### src/rtl/dhcp_opt_pkg.sv
// Shared types and constants for the DHCP options TLV parser.
// No dependencies.
package dhcp_opt_pkg;

    // Default cap on parsed option bytes per frame
    localparam int MAX_OPTION_BYTES_DEF = 312;

    // Option codes
    localparam logic [7:0] CODE_PAD    = 8'd0;
    localparam logic [7:0] CODE_SUBNET = 8'd1;
    localparam logic [7:0] CODE_ROUTER = 8'd3;
    localparam logic [7:0] CODE_DNS    = 8'd6;
    localparam logic [7:0] CODE_LEASE  = 8'd51;
    localparam logic [7:0] CODE_MTYPE  = 8'd53;
    localparam logic [7:0] CODE_SERVER = 8'd54;
    localparam logic [7:0] CODE_RENEW  = 8'd58;
    localparam logic [7:0] CODE_REBIND = 8'd59;
    localparam logic [7:0] CODE_END    = 8'd255;

    // Minimum value lengths for a commit
    localparam logic [3:0] LEN_WORD     = 4'd4;
    localparam logic [3:0] LEN_TWO_WORD = 4'd8;

    // Input item: one options byte
    typedef struct packed {
        logic [7:0] opt_byte;
        logic       last_byte;
    } t_in_item;

    // Result item: extracted option values
    typedef struct packed {
        logic [31:0] subnet_mask;
        logic [31:0] router_addr;
        logic [31:0] dns_first;
        logic [31:0] dns_second;
        logic [31:0] lease_seconds;
        logic [7:0]  message_type;
        logic [31:0] server_addr;
        logic [31:0] renew_seconds;
        logic [31:0] rebind_seconds;
    } t_out_item;

endpackage

### src/rtl/dhcp_option_tlv_parser_top.sv
// DHCP options TLV parser, top level.
// Depends on dhcp_opt_pkg.
//
// Takes one byte of a DHCP options area per cycle and walks its code/length/value
// records, keeping subnet mask, router, two DNS servers, lease, renewal and
// rebind times, server identifier and message type. One result item leaves on
// the cycle after the byte flagged last_byte is taken; fields whose option was
// absent, too short or cut off read zero, and all values clear for the next frame.
// The parser state and the found values are one register stage, and the result
// sits in an output register. Bytes that are not last are taken even while a
// result waits; a last byte is held off only while the previous result is still
// stalled. Bytes beyond MAX_OPTION_BYTES are ignored.
module dhcp_option_tlv_parser_top #(
    parameter int MAX_OPTION_BYTES = dhcp_opt_pkg::MAX_OPTION_BYTES_DEF
) (
    input  logic                   i_clk,
    input  logic                   i_rst_n,
    input  logic                   i_in_valid,
    output logic                   o_in_stall,
    input  dhcp_opt_pkg::t_in_item  i_in,
    output logic                   o_out_valid,
    input  logic                   i_out_stall,
    output dhcp_opt_pkg::t_out_item o_out
);
    import dhcp_opt_pkg::*;

    localparam int FCW = $clog2(MAX_OPTION_BYTES + 1);

    // Slots of the found-value registers
    localparam int W_SUBNET = 0;
    localparam int W_ROUTER = 1;
    localparam int W_DNS1   = 2;
    localparam int W_DNS2   = 3;
    localparam int W_LEASE  = 4;
    localparam int W_SERVER = 5;
    localparam int W_RENEW  = 6;
    localparam int W_REBIND = 7;

    typedef enum logic [1:0] {
        PH_CODE,
        PH_LEN,
        PH_VALUE,
        PH_DONE
    } t_phase;

    t_phase      r_phase, n_phase;
    logic [7:0]  r_code, n_code;
    logic [7:0]  r_left, n_left;
    logic [3:0]  r_index, n_index;
    logic [63:0] r_value, n_value;
    logic [FCW-1:0] r_frame_count;
    logic [31:0] r_found [8];
    logic [31:0] n_found [8];
    logic [7:0]  r_type, n_type;
    logic        r_out_valid;
    t_out_item   r_out;

    logic accept;
    logic in_window;
    logic [7:0] left_dec;

    // Hold a last byte only while the previous result is still stalled
    assign o_in_stall  = r_out_valid && i_out_stall && i_in.last_byte;
    assign accept      = i_in_valid && !o_in_stall;
    assign in_window   = r_frame_count < FCW'(MAX_OPTION_BYTES);
    assign left_dec    = r_left - 8'd1;
    assign o_out_valid = r_out_valid;
    assign o_out       = r_out;

    // Advance the TLV walk by one byte and commit completed values
    always_comb begin
        n_phase = r_phase;
        n_code  = r_code;
        n_left  = r_left;
        n_index = r_index;
        n_value = r_value;
        n_found = r_found;
        n_type  = r_type;
        if (accept && in_window) begin
            unique case (r_phase)
                PH_CODE: begin
                    if (i_in.opt_byte == CODE_END) begin
                        n_phase = PH_DONE;
                    end else if (i_in.opt_byte != CODE_PAD) begin
                        n_code  = i_in.opt_byte;
                        n_phase = PH_LEN;
                    end
                end
                PH_LEN: begin
                    n_left  = i_in.opt_byte;
                    n_index = 4'd0;
                    // a zero-length record commits nothing
                    n_phase = (i_in.opt_byte == 8'd0) ? PH_CODE : PH_VALUE;
                end
                PH_VALUE: begin
                    // keep the first eight value bytes, first byte highest
                    if (r_index < LEN_TWO_WORD) begin
                        for (int k = 0; k < 8; k++) begin
                            if (r_index[2:0] == 3'(k)) begin
                                n_value[63-8*k -: 8] = i_in.opt_byte;
                            end
                        end
                        n_index = r_index + 4'd1;
                    end
                    n_left = left_dec;
                    if (left_dec == 8'd0) begin
                        n_phase = PH_CODE;
                        case (r_code)
                            CODE_SUBNET: begin
                                if (n_index >= LEN_WORD) n_found[W_SUBNET] = n_value[63:32];
                            end
                            CODE_ROUTER: begin
                                if (n_index >= LEN_WORD) n_found[W_ROUTER] = n_value[63:32];
                            end
                            CODE_DNS: begin
                                if (n_index >= LEN_WORD) n_found[W_DNS1] = n_value[63:32];
                                if (n_index >= LEN_TWO_WORD) n_found[W_DNS2] = n_value[31:0];
                            end
                            CODE_LEASE: begin
                                if (n_index >= LEN_WORD) n_found[W_LEASE] = n_value[63:32];
                            end
                            CODE_MTYPE: begin
                                n_type = n_value[63:56];
                            end
                            CODE_SERVER: begin
                                if (n_index >= LEN_WORD) n_found[W_SERVER] = n_value[63:32];
                            end
                            CODE_RENEW: begin
                                if (n_index >= LEN_WORD) n_found[W_RENEW] = n_value[63:32];
                            end
                            CODE_REBIND: begin
                                if (n_index >= LEN_WORD) n_found[W_REBIND] = n_value[63:32];
                            end
                            default: begin
                            end
                        endcase
                    end
                end
                PH_DONE: begin
                end
                default: begin
                end
            endcase
        end
    end

    // Hold parser state; clear it at reset and after the last byte
    always_ff @(posedge i_clk) begin
        if (!i_rst_n || (accept && i_in.last_byte)) begin
            r_phase       <= PH_CODE;
            r_code        <= '0;
            r_left        <= '0;
            r_index       <= '0;
            r_frame_count <= '0;
            r_type        <= '0;
            for (int k = 0; k < 8; k++) begin
                r_found[k] <= '0;
            end
        end else begin
            r_phase <= n_phase;
            r_code  <= n_code;
            r_left  <= n_left;
            r_index <= n_index;
            r_found <= n_found;
            r_type  <= n_type;
            if (accept && in_window) begin
                r_frame_count <= r_frame_count + FCW'(1);
            end
        end
    end

    // Value lanes are only read once written, so they need no clearing
    always_ff @(posedge i_clk) begin
        r_value <= n_value;
    end

    // Load the result on the last byte; drop it once taken
    always_ff @(posedge i_clk) begin
        if (!i_rst_n) begin
            r_out_valid <= 1'b0;
        end else if (accept && i_in.last_byte) begin
            r_out_valid <= 1'b1;
        end else if (!i_out_stall) begin
            r_out_valid <= 1'b0;
        end
    end

    always_ff @(posedge i_clk) begin
        if (accept && i_in.last_byte) begin
            r_out.subnet_mask    <= n_found[W_SUBNET];
            r_out.router_addr    <= n_found[W_ROUTER];
            r_out.dns_first      <= n_found[W_DNS1];
            r_out.dns_second     <= n_found[W_DNS2];
            r_out.lease_seconds  <= n_found[W_LEASE];
            r_out.message_type   <= n_type;
            r_out.server_addr    <= n_found[W_SERVER];
            r_out.renew_seconds  <= n_found[W_RENEW];
            r_out.rebind_seconds <= n_found[W_REBIND];
        end
    end

endmodule

### config.mk
export PLATFORM = sky130hd
export DESIGN_NAME = dhcp_option_tlv_parser_top
export DESIGN_NICKNAME = d
export VERILOG_FILES = /design/src/rtl/dhcp_opt_pkg.sv /design/src/rtl/dhcp_option_tlv_parser_top.sv
export SDC_FILE = /design/constraint.sdc
export NUM_CORES = 1
export LEC_CHECK = 0
export BUFFER_PORTS_ARGS = -buffer_cell sky130_fd_sc_hd__buf_4
export CORE_UTILIZATION = 55
export DETAILED_ROUTE_END_ITERATION = 7
export PLACE_DENSITY_LB_ADDON = 0.1
export SYNTH_ARGS = -nofsm -noshare
export SYNTH_HDL_FRONTEND = slang
export SYNTH_SLANG_ARGS = --single-unit
### constraint.sdc
create_clock -name i_clk -period 54.5 [get_ports i_clk]
set_clock_uncertainty 0.05 [all_clocks]
set_input_delay 5.45 -clock i_clk [delete_from_list [all_inputs] [get_ports i_clk]]
set_output_delay 5.45 -clock i_clk [all_outputs]
set_load 0.01 [all_outputs]
==> flow_metrics.py <==
metrics = {
    "setup_path": {
        "worstPathMaxFanout": 5,
        "crit_arrival_ps": 6020,
        "crit_slowest_cell": "and3_1",
        "path_buf_inv": 2,
        "cpPeakStageDelay_ps": 290,
        "worstPathCellList": "buf_4 -> and3_1 -> buf_4",
        "start_kind": "input pin",
        "critPathKind": "in -> out",
        "cp.required_ps": 49000,
        "cp_common_cell": "buf_4",
        "cp-end-kind": "output port",
        "r2r_slack_ps": 49650,
        "path_delay_family": "simple AND/OR/NAND/NOR gates",
    },
    "route": {
        "drt_wl_total_um": 60600,
        "first_pass_iters": 5,
        "drtIter0Drc": 1338,
        "ant_nets": 0,
        "wire_per_inst_um": 21.7,
        "viasPerCell": 5.98,
        "remaining_drc_errors": 0,
        "vias": 16700,
    },
    "power": {
        "pwr-share-seq_pct": 53.4,
        "irDropWorstVdd_mv": 0.0260,
        "p_int_mw": 0.744,
        "power_frac_clock_pct": 41.7,
        "finalPower_mw": 0.950,
        "switching_power_mw": 0.206,
        "combinationalPowerShare_pct": 4.9,
        "swShare_pct": 21.7,
        "leakagePower_nw": 11.3,
        "pwr_density_cell_mw_per_mm2": 33.3,
    },
    "global_route": {
        "grt_pass1_vias": 15800,
        "track_usage_pct": 26.4,
        "grt_max_degree": 185,
        "overflow": 0,
        "grt_pass1_wl_um": 91200,
        "antenna_found_initial": 0,
    },
    "clock_tree": {
        "clk_latency_ps": 610,
        "clock_sinks": 624,
        "cts_resized": 0,
        "cts_made_buffers": 59,
        "cts_root_buf": "clkbuf_16",
        "cts_tree": "built",
        "clk_path_buf_depth": 3,
        "cts.htree.levels": 2,
        "holdBufCountCts": 0,
        "post_cts_buffers": 0,
        "path_clk_slew_ps": 50,
    },
    "synthesis": {
        "yosys_warnings": 0,
        "postSynthAreaPerCell_um2": 12.3,
        "synth_edf_count": 328,
        "synth.yosys.seq_area_share_pct": 64.8,
        "syn_nets": 2006,
        "synth-seq-cells": 624,
        "synthMuxAreaShare_pct": 8.69,
        "syn_area_mm2": 0.0243,
        "synth_compound_area_share_pct": 16.2,
        "synth_top_family_by_area": "compound AO/OA/AOI/OAI gates",
        "postSynthCellCount": 1980,
        "yosys.area_share.adder_pct": 0.669,
        "synthSimpleGateAreaFrac_pct": 4.44,
        "postSynth.asyncResetShare_pct": 0,
        "synth_xor_area_share_pct": 0.324,
        "synthFlopType": "edfxtp_1",
        "synth_cell_types": 58,
    },
    "timing": {
        "finalCritPeriodShare_pct": 21.1,
        "worst_pin_slew_ps": 1370,
        "finalMaxSlewViolations": 0,
        "hold_slack_ps": 407,
        "max_slew_margin_pct": 6.39,
        "post-route-min-period_ps": 11520,
        "setup_violations": 0,
        "final.setup.tns_ps": 0,
        "rsz0062_at_grt": "false",
        "max_freq_ghz": 0.0868,
        "hold_viol": 0,
    },
    "place": {
        "port_buffers": 278,
        "gp_congestion": 0.793,
        "hpwl_um": 36700,
    },
    "finish": {
        "multi_input_area_mm2": 0.00749,
        "nets": 2189,
        "area_delta_synth_final_pct": 17.2,
        "mostFrequentLayoutCells": "a21oi_1, edfxtp_1, buf_4, dfxtp_1, a211oi_1",
        "final_common_cell": "a21oi_1",
        "seq_area_mm2": 0.0158,
        "finish.utilization_pct": 65.8,
        "n_antenna_cell": 0,
        "layout-drive-gt1-share_pct": 23.0,
        "fill_cells": 3373,
    },
    "floorplanning": {
        "num_rows": 76,
        "dieHeight_um": 212,
        "start_util_pct": 56.1,
        "die-area_mm2": 0.0451,
        "io_pins": 279,
        "core_area_mm2": 0.0434,
        "die_x_um": 212,
    },
    "job": {
        "maxCapViolations": 0,
    },
    "min_path": {
        "hp-class": "reg -> reg",
    },
    "status": {
        "status": "completed",
    },
}
==> final timing paths <==
| path | cells past startpoint | startpoint | end |
|---|---|---|---|
| setup / recovery | 3 | i_out_stall | o_in_stall |
| hold / removal | 2 | r_found[90]$_SDFF_PP0_ | r_found[90]$_SDFF_PP0_ |
| setup reg to reg | 8 | r_phase[0]$_SDFFE_PP0P_ | o_out[38]$_DFFE_PP_ |
| hold reg to reg | 2 | r_found[90]$_SDFF_PP0_ | r_found[90]$_SDFF_PP0_ |
==> cells in the mapped netlist (4+ instances only) <==
master	instances	share of area, %
edfxtp_1	328	40
a211oi_2	23	1.2
or4_1	4	0.12
mux2_2	64	3.0
xor2_1	5	0.18
a21oi_1	341	7.0
nand2_1	134	2.1
buf_2	57	1.2
dfxtp_1	296	24
nor2_1	32	0.49
and3_1	4	0.10
nand2b_1	12	0.31
mux2i_1	138	5.7
nand3_1	7	0.14
nor3b_1	7	0.22
buf_6	13	0.60
o21ai_0	7	0.14
a211oi_1	174	5.4
nor3_1	7	0.14
xnor2_1	4	0.14
clkbuf_1	112	1.7
buf_1	9	0.14
ha_1	13	0.67
nand4_1	5	0.13
a31oi_1	66	1.7
inv_1	75	1.2
==> registers in the layout (all words and copies together) (netlist names) <==
register / cells
r_left: 8
o_out: 264
r_value: 64
r_found: 256
r_code: 8
r_index: 4
r_phase: 2
o_out_valid: 1
r_frame_count: 9
r_type: 8
==> power by group through the flow <==
stage | logic, mW | registers (mW) | clock network [mW]
after CTS | 0.0463 | 0.507 | 0.403
final | 0.0463 | 0.507 | 0.396
after global placement | 0.0452 | 0.517 | 0
after detailed placement | 0.0462 | 0.517 | 0
after floorplan | 0.0219 | 0.523 | 0
after global routing | 0.0492 | 0.507 | 0.423
==> worst reg2reg max path: stages (launching register included) <==
cell and delay [ps]:
dfxtp_1 330, inv_1 110, ha_1 620, clkinv_1 550
a2111oi_4 430, nor4b_2 280, buf_4 690, and3_2 1190
a21oi_1 300
==> per-layer routing <==
metal	track usage, %	part of all wire [%]	up-vias
li1	-	-	7710
met1	37.9	44	8258
met2	40.7	47	671
met3	4.98	7.5	87
met4	7.79	2.2	0
met5	0	0	-
==> area by class of cell <==
class | instances | area share [%]
Clock buffer | 95 | 6.14
Clock inverter | 13 | 0.399
Sequential cell | 624 | 55.3
Timing Repair Buffer | 314 | 8.31
Multi-Input combinational cell | 1088 | 26.3
Tap cell | 585 | 2.57
Inverter | 76 | 1.00
==> cell families after synthesis <==
| family | count (synthesis) |
|---|---|
| compound gates | 633 |
| buf+inv | 268 |
| simple gates | 230 |
| mux | 203 |
| xor+xnor | 9 |
| fa+ha+maj | 13 |
| flops | 624 |
==> through the flow <==
stage | area, um^2 | setup WS [ps] | instances
after floorplan | 24300 | 33290 | 1980
after global placement | 26700 | 43000 | 2687
after detailed placement | 26700 | 42980 | 2687
after CTS | 28500 | 42970 | 2795
after global routing | 28500 | 42950 | 2795
final | 28500 | 42980 | 2795
Note: power is estimated with default switching activity, not from simulation.
